### config.mk
export PLATFORM = sky130hd
export DESIGN_NAME = modbus_rtu_read_request_and_check_core
export DESIGN_NICKNAME = d
export VERILOG_FILES = /design/src/sv/mrr_pkg.sv /design/src/sv/mrr_req_ser.sv /design/src/sv/mrr_rx_check.sv /design/src/sv/modbus_rtu_read_request_and_check_core.sv
export VERILOG_INCLUDE_DIRS = /design/src /design/src/sv
export SDC_FILE = /design/constraint.sdc
export NUM_CORES = 1
export LEC_CHECK = 0
export ABC_AREA = 1
export BUFFER_PORTS_ARGS = -buffer_cell sky130_fd_sc_hd__clkbuf_2
export CAP_MARGIN = 20
export CORE_ASPECT_RATIO = 0.75
export CORE_UTILIZATION = 50
export DETAILED_ROUTE_END_ITERATION = 10
export GPL_ROUTABILITY_DRIVEN = 0
export HOLD_SLACK_MARGIN = 0.02
export PLACE_DENSITY = 0.72
export REMOVE_ABC_BUFFERS = 1
export SLEW_MARGIN = 0
export SYNTH_ARGS = -nofsm -noshare
export SYNTH_HDL_FRONTEND = slang
export SYNTH_SLANG_ARGS = --single-unit
### constraint.sdc
create_clock -name clk -period 5.52 [get_ports clk]
set_clock_uncertainty 0.15 [all_clocks]
set_input_delay 0.276 -clock clk [delete_from_list [all_inputs] [get_ports clk]]
set_output_delay 0.276 -clock clk [all_outputs]
set_load 0.03 [all_outputs]
### src/sv/modbus_rtu_read_request_and_check_core_macros.svh
// Assertion helpers shared by the receive checker and the core's top module.
`ifndef MODBUS_RTU_READ_REQUEST_AND_CHECK_CORE_MACROS_SVH
`define MODBUS_RTU_READ_REQUEST_AND_CHECK_CORE_MACROS_SVH

// Same-cycle implication, disabled during reset.
`define MRR_CHK_NOW(lbl, ck, rn, ant, con, msg) \
    lbl: assert property (@(posedge ck) disable iff (!rn) (ant) |-> (con)) else $error(msg);

// Next-cycle implication, disabled during reset.
`define MRR_CHK_NEXT(lbl, ck, rn, ant, con, msg) \
    lbl: assert property (@(posedge ck) disable iff (!rn) (ant) |=> (con)) else $error(msg);

`endif

### src/sv/mrr_pkg.sv
package mrr_pkg;

    localparam logic [1:0] CMD_SEND = 2'd0;
    localparam logic [1:0] CMD_RX   = 2'd1;
    localparam logic [1:0] CMD_END  = 2'd2;

    localparam logic [1:0] REG_SLAVE    = 2'd0;
    localparam logic [1:0] REG_KIND     = 2'd1;
    localparam logic [1:0] REG_START    = 2'd2;
    localparam logic [1:0] REG_QUANTITY = 2'd3;

    localparam logic [15:0] CRC_INIT = 16'hFFFF;
    localparam logic [15:0] CRC_POLY = 16'hA001;

    typedef struct packed {
        logic [7:0]  slave_address;
        logic [1:0]  read_kind;
        logic [15:0] start_address;
        logic [15:0] quantity;
    } cfg_t;

    // Modbus function code: coils 01, discrete 02, holding 03, input 04
    function automatic logic [7:0] fn_code(input logic [1:0] kind);
        return {6'b0, kind} + 8'd1;
    endfunction

    // CRC-16/MODBUS, one byte, reflected
    function automatic logic [15:0] crc16_byte(input logic [15:0] crc_in,
                                               input logic [7:0] b);
        logic [15:0] c;
        c = crc_in ^ {8'h00, b};
        for (int k = 0; k < 8; k++) begin
            c = c[0] ? ((c >> 1) ^ CRC_POLY) : (c >> 1);
        end
        return c;
    endfunction

endpackage

### src/sv/mrr_req_ser.sv
module mrr_req_ser (
    input  logic               clk,
    input  logic               rst_n,
    input  logic               load,
    input  logic               advance,
    input  mrr_pkg::cfg_t      cfg,
    output logic               busy,
    output logic [7:0]         byte_out,
    output logic               last_out
);
    import mrr_pkg::*;

    logic        busy_reg, busy_next;
    logic [2:0]  idx_reg, idx_next;
    logic [47:0] frame_reg, frame_next;
    logic [15:0] crc_reg, crc_next;

    assign busy     = busy_reg;
    assign last_out = (idx_reg == 3'd7);

    always_comb
    begin
        case (idx_reg)
            3'd6:    byte_out = crc_reg[7:0];
            3'd7:    byte_out = crc_reg[15:8];
            default: byte_out = frame_reg[47:40];
        endcase
    end

    always_comb
    begin
        busy_next  = busy_reg;
        idx_next   = idx_reg;
        frame_next = frame_reg;
        crc_next   = crc_reg;
        if (advance) begin
            idx_next = idx_reg + 3'd1;
            if (idx_reg < 3'd6) begin
                crc_next   = crc16_byte(crc_reg, frame_reg[47:40]);
                frame_next = {frame_reg[39:0], 8'h00};
            end
            if (idx_reg == 3'd7) begin
                busy_next = 1'b0;
            end
        end
        // load wins over the final byte so a new request follows at once
        if (load) begin
            busy_next  = 1'b1;
            idx_next   = 3'd0;
            crc_next   = CRC_INIT;
            frame_next = {cfg.slave_address, fn_code(cfg.read_kind),
                          cfg.start_address, cfg.quantity};
        end
    end

    always_ff @(posedge clk or negedge rst_n)
    begin
        if (!rst_n) begin
            busy_reg <= 1'b0;
            idx_reg  <= 3'd0;
        end else begin
            busy_reg <= busy_next;
            idx_reg  <= idx_next;
        end
    end

    always_ff @(posedge clk)
    begin
        frame_reg <= frame_next;
        crc_reg   <= crc_next;
    end

endmodule

### src/sv/mrr_rx_check.sv
module mrr_rx_check #(
    parameter int MAX_FRAME = 256
) (
    input  logic          clk,
    input  logic          rst_n,
    input  logic          byte_en,
    input  logic          clear,
    input  logic [7:0]    rx_byte,
    input  mrr_pkg::cfg_t cfg,
    output logic          ok
);
    import mrr_pkg::*;
    `include "modbus_rtu_read_request_and_check_core_macros.svh"

    localparam int CNT_W = $clog2(MAX_FRAME + 1);
    localparam int EXP_W = 18;

    logic [15:0]      crc_reg, crc_next;
    logic [CNT_W-1:0] count_reg, count_next;
    logic             ovf_reg, ovf_next;
    logic [7:0]       func_reg, func_next;
    logic [7:0]       bcnt_reg, bcnt_next;
    logic [EXP_W-1:0] expected;
    logic             full;

    assign full = (count_reg == CNT_W'(MAX_FRAME));

    always_comb
    begin
        if (cfg.read_kind[1]) begin
            expected = {1'b0, cfg.quantity, 1'b0};
        end else begin
            expected = EXP_W'((EXP_W'(cfg.quantity) + EXP_W'(7)) >> 3);
        end
        ok = (crc_reg == 16'h0000)
          && (func_reg == fn_code(cfg.read_kind))
          && (EXP_W'(bcnt_reg) == expected)
          && (EXP_W'(count_reg) == expected + EXP_W'(5))
          && !ovf_reg;
    end

    always_comb
    begin
        crc_next   = crc_reg;
        count_next = count_reg;
        ovf_next   = ovf_reg;
        func_next  = func_reg;
        bcnt_next  = bcnt_reg;
        if (clear) begin
            crc_next   = CRC_INIT;
            count_next = '0;
            ovf_next   = 1'b0;
            func_next  = 8'h00;
            bcnt_next  = 8'h00;
        end else if (byte_en) begin
            if (full) begin
                ovf_next = 1'b1;
            end else begin
                if (count_reg == CNT_W'(1)) func_next = rx_byte;
                if (count_reg == CNT_W'(2)) bcnt_next = rx_byte;
                crc_next   = crc16_byte(crc_reg, rx_byte);
                count_next = count_reg + CNT_W'(1);
            end
        end
    end

    always_ff @(posedge clk or negedge rst_n)
    begin
        if (!rst_n) begin
            crc_reg   <= CRC_INIT;
            count_reg <= '0;
            ovf_reg   <= 1'b0;
            func_reg  <= 8'h00;
            bcnt_reg  <= 8'h00;
        end else begin
            crc_reg   <= crc_next;
            count_reg <= count_next;
            ovf_reg   <= ovf_next;
            func_reg  <= func_next;
            bcnt_reg  <= bcnt_next;
        end
    end

    `MRR_CHK_NOW(a_cnt_bound, clk, rst_n, 1'b1, count_reg <= CNT_W'(MAX_FRAME), "rx count past max frame")
    `MRR_CHK_NOW(a_ovf_full, clk, rst_n, ovf_reg, full, "overflow without full frame")

endmodule

### src/sv/modbus_rtu_read_request_and_check_core.sv
// Modbus RTU read master. cmd 0 sends the 8-byte read request (address,
// function, start, quantity, CRC low byte first) as 8 output items, one per
// cycle while out_stall is low, last on the eighth; cmd 1 folds one response
// byte into the receive CRC and counters and gives no output; cmd 2 gives one
// verdict item (last=1) and, like cmd 0, restarts the receiver; cmd 3 is
// ignored. Input items are taken one per cycle through an input register
// while in_stall is low; a verdict waits until the request serializer is idle,
// and a request holds the serializer until its last byte leaves, when the next
// request can be loaded. Bytes beyond MAX_FRAME are dropped and force a failed
// verdict. Write the configuration registers only while the core is idle.
module modbus_rtu_read_request_and_check_core #(
    parameter int MAX_FRAME = 256
) (
    input  logic        clk,
    input  logic        rst_n,
    input  logic        cfg_we,
    input  logic [1:0]  cfg_index,
    input  logic [15:0] cfg_data,
    input  logic        in_valid,
    output logic        in_stall,
    input  logic [1:0]  cmd,
    input  logic [7:0]  rx_byte,
    output logic        out_valid,
    input  logic        out_stall,
    output logic        tx_valid,
    output logic [7:0]  tx_byte,
    output logic        last,
    output logic        verdict_valid,
    output logic        answer_ok
);
    import mrr_pkg::*;
    `include "modbus_rtu_read_request_and_check_core_macros.svh"

    cfg_t        cfg_reg;
    logic        in_valid_reg;
    logic [1:0]  cmd_reg;
    logic [7:0]  rxb_reg;

    logic        out_valid_reg;
    logic        txv_reg;
    logic [7:0]  txb_reg;
    logic        last_reg;
    logic        vv_reg;
    logic        ok_reg;

    logic        out_free;
    logic        ser_busy, ser_adv, ser_last;
    logic [7:0]  ser_byte;
    logic        exec, send_exec, end_exec, rx_exec;
    logic        verdict_ok;

    assign out_free = !out_valid_reg || !out_stall;
    assign ser_adv  = ser_busy && out_free;

    always_comb
    begin
        case (cmd_reg)
            CMD_SEND: exec = !ser_busy || (ser_adv && ser_last);
            CMD_END:  exec = !ser_busy && out_free;
            default:  exec = 1'b1;
        endcase
    end

    assign send_exec = in_valid_reg && exec && (cmd_reg == CMD_SEND);
    assign end_exec  = in_valid_reg && exec && (cmd_reg == CMD_END);
    assign rx_exec   = in_valid_reg && (cmd_reg == CMD_RX);
    assign in_stall  = in_valid_reg && !exec;

    always_ff @(posedge clk or negedge rst_n)
    begin
        if (!rst_n) begin
            cfg_reg.slave_address <= 8'd1;
            cfg_reg.read_kind     <= 2'd2;
            cfg_reg.start_address <= 16'd0;
            cfg_reg.quantity      <= 16'd1;
        end else if (cfg_we) begin
            case (cfg_index)
                REG_SLAVE:    cfg_reg.slave_address <= cfg_data[7:0];
                REG_KIND:     cfg_reg.read_kind     <= cfg_data[1:0];
                REG_START:    cfg_reg.start_address <= cfg_data;
                REG_QUANTITY: cfg_reg.quantity      <= cfg_data;
                default:      cfg_reg.quantity      <= cfg_reg.quantity;
            endcase
        end
    end

    always_ff @(posedge clk or negedge rst_n)
    begin
        if (!rst_n) begin
            in_valid_reg <= 1'b0;
        end else if (!in_stall) begin
            in_valid_reg <= in_valid;
        end
    end

    always_ff @(posedge clk)
    begin
        if (in_valid && !in_stall) begin
            cmd_reg <= cmd;
            rxb_reg <= rx_byte;
        end
    end

    mrr_req_ser u_ser (
        .clk      (clk),
        .rst_n    (rst_n),
        .load     (send_exec),
        .advance  (ser_adv),
        .cfg      (cfg_reg),
        .busy     (ser_busy),
        .byte_out (ser_byte),
        .last_out (ser_last)
    );

    mrr_rx_check #(
        .MAX_FRAME (MAX_FRAME)
    ) u_rx (
        .clk     (clk),
        .rst_n   (rst_n),
        .byte_en (rx_exec),
        .clear   (send_exec || end_exec),
        .rx_byte (rxb_reg),
        .cfg     (cfg_reg),
        .ok      (verdict_ok)
    );

    always_ff @(posedge clk or negedge rst_n)
    begin
        if (!rst_n) begin
            out_valid_reg <= 1'b0;
        end else if (ser_adv || end_exec) begin
            out_valid_reg <= 1'b1;
        end else if (out_free) begin
            out_valid_reg <= 1'b0;
        end
    end

    always_ff @(posedge clk)
    begin
        if (ser_adv) begin
            txv_reg  <= 1'b1;
            txb_reg  <= ser_byte;
            last_reg <= ser_last;
            vv_reg   <= 1'b0;
            ok_reg   <= 1'b0;
        end else if (end_exec) begin
            txv_reg  <= 1'b0;
            txb_reg  <= 8'h00;
            last_reg <= 1'b1;
            vv_reg   <= 1'b1;
            ok_reg   <= verdict_ok;
        end
    end

    assign out_valid     = out_valid_reg;
    assign tx_valid      = txv_reg;
    assign tx_byte       = txb_reg;
    assign last          = last_reg;
    assign verdict_valid = vv_reg;
    assign answer_ok     = ok_reg;

    `MRR_CHK_NOW(a_no_collide, clk, rst_n, ser_adv, !end_exec, "verdict collides with request byte")
    `MRR_CHK_NEXT(a_send_busy, clk, rst_n, send_exec, ser_busy, "serializer idle after send")
    `MRR_CHK_NOW(a_verdict_fmt, clk, rst_n, out_valid_reg && vv_reg, !txv_reg && last_reg, "bad verdict item")

endmodule
After elaboration in Yosys (flattened, before gate mapping)
Index checks and enable logic that the tools add are counted.
{"block": "totals", "regBits": 176, "wordCells": 156, "output_inout_bits": 14}
{"block": "classes", "n_eq_ne": 14, "reduce_logical": 46, "add_sub_neg": 5, "mux": 50, "n_bitwise": 18, "n_lt_le_gt_ge": 1}
{"operator": "16-bit 2-to-1 mux", "n": 19}
{"operator": "48-bit 2-to-1 mux", "n": 3}
{"operator": "8-bit 2-to-1 mux", "n": 10}
{"operator": "2-bit NOT with 3-bit output", "n": 16}
{"operator": "16-bit by 8-bit XOR with 16-bit output", "n": 2}
{"operator": "9-bit 2-to-1 mux", "n": 3}
{"operator": "18-bit by 3-bit adder with 18-bit output (second input constant)", "n": 1}
{"operator": "8-bit by 18-bit equality test with 1-bit output", "n": 1}
{"operator": "9-bit by 18-bit equality test with 1-bit output", "n": 1}
{"operator": "2-bit AND reduction", "n": 9}
{"operator": "2-bit nonzero test", "n": 9}
{"operator": "16-bit by 3-bit adder with 17-bit output (second input constant)", "n": 1}
{"operator": "17-bit 2-to-1 mux", "n": 1}
{"operator": "16-bit zero test", "n": 1}
{"operator": "8-bit one-hot mux with 2 select lines", "n": 1}
{"operator": "1-bit logical AND", "n": 13}
{"operator": "1-bit 2-to-1 mux", "n": 10}
{"operator": "9-bit by 1-bit adder with 9-bit output (second input constant)", "n": 1}
{"operator": "9-bit by 1-bit equality test with 1-bit output (second input constant)", "n": 1}
{"operator": "9-bit by 2-bit equality test with 1-bit output (second input constant)", "n": 1}
{"operator": "9-bit equality test (second input constant)", "n": 1}
{"operator": "8-bit equality test", "n": 1}
{"operator": "2-bit equality test (second input constant)", "n": 3}
{"operator": "3-bit equality test (second input constant)", "n": 2}
{"operator": "11 further kinds", "n": 23}

Depth between registers and ports, before layout
Gate-level depths: netlist of the first run.
{"block": "depth", "ltp_word": 20, "depth_mapped": 20}

By module
A second synthesis of the first run with hierarchy kept.
{"block": "unflattened", "cells_unflattened": 1112, "hier_area_um2": 9172.5}
{"mod": "mrr_rx_check", "instances": 1, "area_per_inst_um2": 3363.2, "cells_per_inst": 497, "seq_area_each_um2": 1071.0}
{"mod": "mrr_req_ser", "instances": 1, "area_per_inst_um2": 3234.4, "cells_per_inst": 382, "seq_area_each_um2": 1861.8}
{"mod": "modbus_rtu_read_request_and_check_core", "instances": 1, "area_per_inst_um2": 2575.0, "cells_per_inst": 233, "seq_area_each_um2": 1735.4}

Least setup slack after synthesis of the first run
Ideal clock, no wire load.
{"block": "synth_path", "path_type": "reg-to-reg", "startpoint": "register out_valid_reg (netlist: out_valid)", "endpoint": "register u_ser.crc_reg[5]", "setup_ns": 0.079, "path_stages_with_launch": 13, "arrival_time_ns": 2.526, "n_path_buf": 1, "synth_period_minus_slack_ns": 2.756, "slack_ns": 2.764, "cell_sequence": "dfrtp_1 > nand2_1 > inv_1 > nor2_4 > nand2_1 > nand3_1 > o31ai_1 > nor2_2 > nand2_2 > nand2_2 > inv_1 > buf_2 > a22oi_1"}
{"block": "synth_via", "elab_chain_len": 8}
{"item": "start: declaration", "line": "modbus_rtu_read_request_and_check_core.sv:39", "text": "logic out_valid_reg;"}
{"item": "start signal: assignment", "line": "modbus_rtu_read_request_and_check_core.sv:130", "text": "out_valid_reg <= 1'b0;"}
{"item": "start signal: assignment", "line": "modbus_rtu_read_request_and_check_core.sv:132", "text": "out_valid_reg <= 1'b1;"}
{"item": "start signal: assignment", "line": "modbus_rtu_read_request_and_check_core.sv:134", "text": "out_valid_reg <= 1'b0;"}
{"item": "1-bit zero test (*)", "line": "modbus_rtu_read_request_and_check_core.sv:52", "text": "assign out_free = !out_valid_reg || !out_stall;"}
{"item": "1-bit logical OR (*)", "line": "modbus_rtu_read_request_and_check_core.sv:52"}
{"item": "1-bit logical AND", "line": "modbus_rtu_read_request_and_check_core.sv:53", "text": "assign ser_adv = ser_busy && out_free;"}
{"item": "1-bit logical AND", "line": "modbus_rtu_read_request_and_check_core.sv:58", "text": "CMD_SEND: exec = !ser_busy || (ser_adv && ser_last);"}
{"item": "1-bit logical OR", "line": "modbus_rtu_read_request_and_check_core.sv:58"}
{"item": "1-bit one-hot mux with 2 select lines", "line": "modbus_rtu_read_request_and_check_core.sv:57", "text": "case (cmd_reg)"}
{"item": "1-bit logical AND (2 in series)", "line": "modbus_rtu_read_request_and_check_core.sv:64", "text": "assign send_exec = in_valid_reg && exec && (cmd_reg == CMD_SEND);"}
{"item": "end signal: assignment", "line": "mrr_req_ser.sv:70", "text": "crc_reg <= crc_next;"}
{"item": "end: declaration", "line": "mrr_req_ser.sv:16", "text": "logic [15:0] crc_reg, crc_next;"}
Mark *: on every way between the ends. The rest lies on a longest branch, timed or not.
A chain may end at the register's enable or synchronous reset.

Worst setup path after layout of the first run
{"block": "layout_path", "startpoint": "register cfg_reg[33] (netlist name)", "endpoint": "register ok_reg (netlist: answer_ok)"}
{"block": "layout_via", "elab_chain_len": 6}
{"item": "start: declaration", "line": "modbus_rtu_read_request_and_check_core.sv:34", "text": "cfg_t cfg_reg;"}
{"item": "branches (longest 4 deep; another with 18-bit by 3-bit adder with 18-bit output)"}
{"item": "1-bit logical AND (*)", "line": "mrr_rx_check.sv:38", "text": "&& (EXP_W'(count_reg) == expected + EXP_W'(5))"}
{"item": "1-bit logical AND (*)", "line": "mrr_rx_check.sv:39", "text": "&& !ovf_reg;"}
{"item": "end signal: assignment", "line": "modbus_rtu_read_request_and_check_core.sv:151", "text": "ok_reg <= verdict_ok;"}
{"item": "end: declaration", "line": "modbus_rtu_read_request_and_check_core.sv:44", "text": "logic ok_reg;"}
Every way passes the cells marked *.

==> results by stage, run 1 <==
Route:
- In the routed design, unresolved DRC markers number 0.
- For this block, the initial DRC count from the detailed router was slightly above 600.
- The final route contains between 6000 and 7000 vias.
- The total detailed-routing wirelength is 19300 um.
- The remaining number of nets flagged by the antenna check after routing is 0.
- After detailed routing, the number of vias per cell comes to 5.27.
- The first-pass iteration count of the detailed router is 5.
- The routed wire length per instance is approximately 15 um.

Run status:
- The run finished with clean final reports.

Place:
- Once placement finished, the instance area stood at approximately 0.0092 sq mm.
- The final HPWL from detailed placement is ~13000 um.
- The number of buffers inserted by port buffering is 46.

Final layout:
- The most common cell after layout, fill and taps aside is nand2_1.
- The net count of the finished layout is 1087.
- The area overhead of the layout relative to synthesis is 14.6%.
- The register with the most flip-flops in the layout has 48 of them.
- The post-route cell area is between 0.01 and 0.015 sq mm.
- The diode insertion count for antenna repair is 0.
- Counting the fill cells in the layout gives 1446.
- Leaving out fill and tap cells, the most frequent cells in the layout are 228 x nand2_1, 129 x inv_1, 81 x nor2_1, 81 x o21ai_0, 71 x dfrtp_1.
- In the final layout, the share of cells above drive strength 1 is 15.4%.

Floorplan:
- During I/O placement, the number of pins put on the boundary was 47.
- The vertical extent of the die is 116 um.
- The initial core utilization is about half.
- The overall die width is 155 um.
- The die area is approximately 0.018 sq mm.
- The count of standard-cell rows is 41.
- The area of the core is ~0.017 sq mm.

Logic synthesis:
- The number of library cell types mapped by synthesis is 40.
- The number of flops mapped to enable cells by yosys is 67.
- Yosys printed 0 warnings.
- Summed over its instances, the top area cell type makes up between 20% and 30% of the synthesized netlist area.
- The largest total area in the synthesized netlist belongs to edfxtp_1.
- The average cell area after synthesis is slightly below 9 sq um.
- Synthesis inferred roughly 180 register bits.
- The most used flip-flop cell after synthesis is dfrtp_1.
- In the post-synthesis netlist, the biggest area contributors are edfxtp_1 23%, dfrtp_1 20%, nand2_1 9.8%.
- The synthesized netlist occupies a cell area of ~0.0087 sq mm.
- Synthesis produced a netlist whose cell count is ~980.
- Of all flip-flops after synthesis, the portion carrying an async set or reset was between 50% and 60%.
- Sequential elements use 53.5% of the synthesized area.

Critical path:
- Tracing the worst setup path back leads to its startpoint at cfg_reg[33].
- The worst setup path is of the reg -> reg kind.
- The largest fanout on the critical path is 23.
- In this run the critical register-to-register path is launched from cfg_reg[33].
- STA puts the critical path data required time at about 5700 ps.
- Data on the critical path arrives at its endpoint at roughly 3200 ps.
- The cell with the biggest individual delay on the critical path is dfstp_2.
- The endpoint kind of the worst setup timing path is a flip-flop.
- The worst setup path is launched from a flip-flop.
- Traced cell by cell, the critical path runs through inv_1, nand3_1, nand2_1, ha_1, inv_1, o21ai_0, nor2_1, nand4_1, nor2_1, nand2_1, nor3_2, nand3_1, nor2_1, nand3_1, nor2_1, nand3_1, nand2_1.
- For this run, the slowest stage of the critical path takes ~720 ps.

Timing:
- Setup violations remaining at the end of the flow were counted as 0.
- The aggregate negative setup slack is 0 ps.
- After layout, the worst path uses 54.1% of the clock period.
- At the pin with the least slew margin, the transition time is around 940 ps.
- The final number of max-transition violations came to 0.
- Derived from the worst setup path, the maximum achievable clock frequency is around 330 MHz.
- The shortest clock period the worst path allows after layout is between 2000 and 3000 ps.
- Setup repair after global routing left no endpoint under its margin.
- The worst pin sits at a relative slew slack of 37.6%.
- The final count of hold timing violations is 0.

Clock network:
- Clock-pin slew was measured on the worst setup and hold paths at approximately 70 ps.
- The root buffer cell chosen for the clock tree is clkbuf_16.
- At the later pin of the worst-skew pair, clock insertion delay measures between 400 and 500 ps.
- Counting along the longest clock path gives a buffer depth of 2.
- TritonCTS built the clock tree.
- The total number of H-tree levels is 4.
- The number of sinks on the clock net is ~180.
- The number of post-CTS setup repair buffers is 0.
- The number of clock buffers added by TritonCTS is 17.

GRT:
- The via count of the first global-routing pass is ~6300.
- The number of antenna violations at the first check in global routing came to 0.
- The met1 routing resource usage after global routing is 34.0%.
- The most heavily used metal layer in global routing is met2.
- The total congestion overflow is 0.
- Global routing consumed, on the met2 layer, around a third of the routing resources.
- The overall track demand over capacity in global routing is 22.9%.
- Entering global routing, the biggest net connects 74 pins.
- The global routing usage on met3 is slightly above 4%.
- The first-pass GRT wire length is 31900 um.

Power:
- The analysis attributes to cell leakage a power of ~4.7 nW.
- VDD sags by at most 284 uV.
- The power density normalized to cell area is 521 mW/mm^2.

Run:
- The tool flagged a number of max-cap violations equal to 0.

Worst hold path:
- The path class of the tightest hold or removal check is in -> reg.
- The worst hold path begins at cfg_data[2].
-- synthesized netlist by cell type, types with 3 or more instances --
| cell | instances |
|---|---|
| buf_2 | 10 |
| inv_1 | 129 |
| nor2_4 | 5 |
| o21ai_0 | 81 |
| edfxtp_1 | 67 |
| a21oi_1 | 30 |
| nand2_2 | 14 |
| nor3_1 | 7 |
| mux2_2 | 27 |
| ha_1 | 9 |
| o22ai_1 | 8 |
| nor2_1 | 81 |
| a22oi_1 | 19 |
| clkbuf_1 | 16 |
| dfxtp_1 | 19 |
| xnor2_1 | 25 |
| nand3b_1 | 4 |
| nand2_1 | 228 |
| nand4_1 | 13 |
| nand3_1 | 47 |
| nand3_2 | 8 |
| dfstp_2 | 19 |
| xor2_1 | 21 |
| o21ai_1 | 3 |
| dfrtp_1 | 71 |
-- cell type report --
| cell class | count | area (sq um) | share of cell area [%] |
|---|---|---|---|
| well taps | 215 | 269 | 2.69 |
| repair buffers | 74 | 513 | 5.13 |
| flip-flops and latches | 176 | 4670 | 46.6 |
| inverters | 132 | 495 | 4.95 |
| multi-input cells | 644 | 3450 | 34.5 |
| clock buffers | 21 | 493 | 4.93 |
| clock inverters | 11 | 116 | 1.16 |
-- cell families (layout without fill, tap and decap cells) --
family,after synthesis,in the layout,synth area share (%)
DFF,176,176,53.5
buffers and inverters,159,238,6.98
AOI/OAI and AO/OA,147,147,9.29
xor gates and xnor gates,46,46,4.62
and+or+nand+nor,415,415,20.9
muxes,27,27,3.48
adders and majority gates,9,9,1.29
-- what timing repair did --
action	CTS	global route
hold endpoints to repair	49	0
resized for setup	0	0
hold buffers	22	0
-- metrics by stage --
stage / hold WS [ps] / total power, mW / setup WS, ps / instances / utilization (%)
final: 30.1 / 5.21 / 2530 / 1273 / 59.1
after global routing: 63.9 / 5.54 / 2160 / 1273 / 59.1
after global placement: 15.4 / 3.89 / 2680 / 1217 / 54.0
after CTS: 20.2 / 5.20 / 2570 / 1272 / 59.0
after floorplan: -170 / 3.50 / 2080 / 952 / -
after detailed placement: 17.0 / 3.94 / 2600 / 1218 / 54.1
-- worst paths after layout --
check | cells after the start | to | slack (ps)
setup reg to reg | 17 | answer_ok | 2530
hold reg to reg | 2 | verdict_valid | 300
setup / recovery | 17 | answer_ok | 2530
max in group asynchronous | 3 | cfg_reg[40] | 3900
hold / removal | 3 | cfg_reg[36] | 30
min in group asynchronous | 2 | u_rx.count_reg[6] | 120
-- critical path: cells and delay by family, from the launching register on --
kind                       cells  cell delay (ps)
AOI/OAI and AO/OA              1               70
adders and majority gates      1              280
buffers and inverters          2              430
DFF                            1              720
and+or+nand+nor               13             1260
-- routing by layer --
layer / vias up / part of all wire, %
met5: - / 0
met4: 0 / 1.1
met3: 19 / 5.5
met2: 180 / 43
met1: 3181 / 50
li1: 3329 / -
-- report_power, final --
part           internal [mW]  switching (mW)
Sequential              1.92           0.274
Combinational          0.676            1.11
Clock                  0.700           0.534
Power figures use the tool's default switching activity.
==> run 2, diff against run 1 <==
Settings changed: ABC_AREA 1 to 0, PLACE_DENSITY 0.72 to 0.75.
Clock period 5.52 ns to 2.52 ns, I/O delays scaled along.
==> run 2 against run 1 <==
The run now ends with DRC, setup timing left. Synthesized cell count shrank 21%. Clock power is 130% higher. Maximum frequency is 1.5% higher. Core utilization up 6.4 points. Total power rose to 2.5 times the previous value. Critical path depth is 7 lower.
==> results by stage, run 2 <==
Timing:
- The highest clock rate is 340 MHz (+1.5%).
- The worst-margin pin slew is 610 ps (-325 ps).
- The final number of max-transition violations is 0 (unchanged).
- The setup-violating endpoint count in the final report is 1 (+1).
- The worst setup slack after layout was -423 ps (-2960 ps).
- The shortest clock period the worst path allows after layout was 2940 ps (-43.1 ps).
- The final count of hold timing violations is 0 (unchanged).
- The ratio of final minimum period to clock period is 117% (+63 points).
- Setup repair after global routing could not meet its margin everywhere.
- The relative slew slack is 59.1% (+22 points).

Floorplan:
- The vertical extent of the die came to 115 um (-1.5%).
- The area of the core was 0.0163 sq mm (-3.9%).
- The initial core utilization was 52.0% (+0.44 points).
- The count of standard-cell rows is 40 (-2.4%).
- The die area was 0.0174 sq mm (-3.0%).
- The overall die width is 152 um (-1.5%).
- The count of pins on the block boundary is 47 (unchanged).

Power:
- The net switching power is 4.67 mW (+140%).
- The power density normalized to cell area is 1220 mW/mm^2 (+130%).
- The combinational power share was 40.3% (+6.0 points).
- The internal power is 8.37 mW (+150%).
- The static leakage is 4.58 nW (-1.7%).
- The sequential share of power is 38.1% (-3.9 points).
- The peak supply drop is 661 uV (+130%).
- The part of the total power dissipated in the clock network is 21.6% (-2.1 points).
- The fraction of power spent switching nets is 35.8% (-1.0 points).

Route:
- The first-pass iteration count of the detailed router is 8 (+3).
- The starting DRC count in detailed routing is 513 (-16%).
- The detailed-route via count was 6429 (-4.2%).
- The average vias per placed instance is 5.62 (+6.6%).
- The detailed-route DRC error count came to 3 (+3).
- The remaining number of nets flagged by the antenna check after routing is 0 (unchanged).
- The total detailed-routing wirelength is 20300 um (+5.3%).
- The routed wire length per instance was 17.8 um (+17%).

Logic synthesis:
- The fraction of post-synthesis cell area in the top cell type by area is 23.8% (+0.74 points).
- The number of flops mapped to enable cells by yosys was 67 (unchanged).
- The post-synthesis sequential element count came to 176 (unchanged).
- The cell taking the most area after synthesis is edfxtp_1.
- The number of library cell types mapped by synthesis is 67 (+68%).
- The commonest register cell after synthesis is dfrtp_1.
- The cell area after synthesis is 0.00846 sq mm (-3.1%).
- The most frequent cell after synthesis is nand2_1.
- The commonest cells after synthesis are 147 x nand2_1, 71 x dfrtp_1, 67 x edfxtp_1, 52 x xnor2_1, 49 x nor2_1.
- The total number of yosys warnings is 0 (unchanged).
- The fraction of registers with async set/reset is 51.1% (unchanged).
- The average cell area after synthesis is 10.9 sq um (+22%).
- The number of standard cells after synthesis is 777 (-21%).
- Ranked by total cell area, the synthesized netlist is headed by edfxtp_1 24%, dfrtp_1 21%, nand2_1 6.5%.
- The proportion of synthesized chip area in sequential cells is 55.2% (+1.7 points).

Final layout:
- The flip-flop count of the largest register after layout is 48 (unchanged).
- The layout cell share with drive strength beyond 1 is 28.2% (+13 points).
- The final core utilization is 65.6% (+6.4 points).
- The diode insertion count for antenna repair is 0 (unchanged).
- Leaving out fill and tap cells, the most frequent cell in the layout is nand2_1.
- The top cell types in the final layout, fill and taps aside, are 146 x nand2_1, 80 x buf_4, 68 x dfrtp_1.
- The final-layout fill cell count is 1235 (-15%).
- The post-route cell area is 0.0107 sq mm (+6.6%).
- Compared with the post-synthesis result, the final layout area differs by 26.0%.
- The total number of nets in the final design is 963 (-11%).

Critical path:
- Walking the worst path, the cells encountered are buf_12, o311ai_4, buf_4, nor2_1, o311a_1, or3_4, a211oi_1, a31oi_1, a2111oi_4, a31o_1.
- In this run the worst setup path begins at cfg_reg[0].
- The critical path is of the reg -> reg type.
- The depth of the worst register-to-register path is 10 (-7).
- The endpoint kind of the worst setup timing path is a flip-flop.
- The signal arrival time at the worst endpoint is 3170 ps (-30 ps).
- The launch instance of the worst register-to-register path is cfg_reg[0].
- The worst stage delay on the critical path is 430 ps (-290 ps).
- The count of buffer and inverter cells on the critical path is 2 (unchanged).
- The data required time of the critical path is 2750 ps (-2980 ps).
- The worst reg2reg path endpoint is answer_ok.
- The cell with the biggest individual delay on the critical path is or3_4.
- The number of gates on the worst path with buffers counted is 10 (-7).
- STA classifies the critical path startpoint as a flip-flop.
- The largest fanout on the critical path is 5 (-78%).
- The cell family contributing the most delay on the critical path is compound AO/OA/AOI/OAI gates.
- The worst reg-to-reg setup slack is -420 ps (-2960 ps).
- The critical path ends at answer_ok.

GRT:
- The via count of the first global-routing pass is 6184 (-2.2%).
- The maximum number of pins on one net before global-route repair was 48 (-35%).
- The number of antenna violations at the first check in global routing is 0 (unchanged).
- The first-pass GRT wire length was 32800 um (+2.9%).
- The total congestion overflow was 0 (unchanged).
- The overall track demand over capacity in global routing is 24.4% (+1.5 points).

Clock network:
- The maximum buffer depth of the clock tree is 2 (unchanged).
- The total number of H-tree levels was 4 (unchanged).
- The clock slew at the register clock pins of the worst setup and hold paths is 70 ps (about the same).
- The insertion delay of the later-clocked pin in the worst-skew pair is 430 ps (about the same).
- TritonCTS built the clock tree.
- The number of sinks on the clock net is 176 (unchanged).
- The clock root buffer master is clkbuf_16.
- The number of buffers added by the clock tree synthesis step is 17 (unchanged).

Place:
- The final HPWL from detailed placement is 13700 um (+2.1%).
- The number of buffers inserted by port buffering is 46 (unchanged).
- The total placed instance area is 0.00950 sq mm (+3.6%).

Run status:
- The checks that failed: DRC, setup timing.
- The flow ran to the end, but the final reports show violations.

Run:
- The number of maximum-capacitance constraint violations is 0 (unchanged).

Worst hold path:
- In this run the worst hold path is classified as in -> reg.
==> run 2: per-stage QoR <==
stage	hold slack, ps	setup WS [ps]	power (mW)	cells	setup TNS (ps)
floorplan	-320	-3460	8.34	736	-350820
global placement	-158	-382	9.79	1075	-382
detailed placement	-157	-459	9.98	1075	-478
CTS	31.0	-308	13.0	1142	-308
global route	35.2	-441	13.7	1144	-441
finish	22.0	-423	13.0	1144	-423
==> run 2: layer usage <==
metal | vias up | global-route usage, % | wire length [um]
met5 | - | 0 | 0
met4 | 0 | 6.12 | 235
met3 | 23 | 5.60 | 1270
met2 | 207 | 37.5 | 9030
met1 | 3167 | 35.1 | 9810
li1 | 3032 | - | -
==> run 2: kinds of logic after synthesis <==
group | count (synthesis) | share of synthesized area (%)
and+or+nand+nor | 293 | 16.2
DFF | 176 | 55.2
AOI/OAI and AO/OA | 111 | 9.29
xor gates and xnor gates | 73 | 7.56
muxes | 61 | 7.90
buffers and inverters | 54 | 2.54
adders and majority gates | 9 | 1.33
==> run 2: cell type report <==
cell class / instances / area (sq um) / share of cell area, %
clock buffer: 22 / 485 / 4.55
tap: 210 / 263 / 2.46
multi-input combinational: 547 / 3750 / 35.1
sequential: 176 / 4670 / 43.8
clock inverter: 10 / 148 / 1.38
timing repair buffer: 166 / 1300 / 12.2
inverter: 13 / 48.8 / 0.458
==> run 2: timing repair <==
action	CTS	global route
endpoints found under the setup margin	11	29
hold buffers	32	0
resized for setup	22	10
pin swaps	16	3
setup buffers	4	2
endpoints found under the hold margin	139	0
==> run 2: how the worst min path moves through the flow <==
stage | endpoint | slack, ps | cells after the start | startpoint
after floorplan | cfg_reg[10] | -320 | 0 | rst_n
final | cfg_reg[32] | 20 | 3 | cfg_index[1]
after global routing | cfg_reg[32] | 40 | 3 | cfg_index[1]
after global placement | u_rx.bcnt_reg[3] | -160 | 1 | rst_n
after detailed placement | u_rx.bcnt_reg[3] | -160 | 1 | rst_n
after CTS | cfg_reg[32] | 30 | 3 | cfg_index[1]
==> run 2: power by group through the flow <==
stage / sequential (mW) / combinational [mW] / clock, mW
CTS: 4.96 / 5.16 / 2.85
detailed placement: 5.00 / 4.98 / 0
global placement: 4.96 / 4.83 / 0
global route: 5.08 / 5.69 / 2.96
floorplan: 5.07 / 3.26 / 0
finish: 4.97 / 5.26 / 2.82
==> run 2: worst reg2reg max path, cell delays in order (launching register included) <==
cell and delay [ps]:
dfstp_2 410, buf_12 140, o311ai_4 220, buf_4 190, nor2_1 70, o311a_1 380
or3_4 430, a211oi_1 250, a31oi_1 130, a2111oi_4 380, a31o_1 130
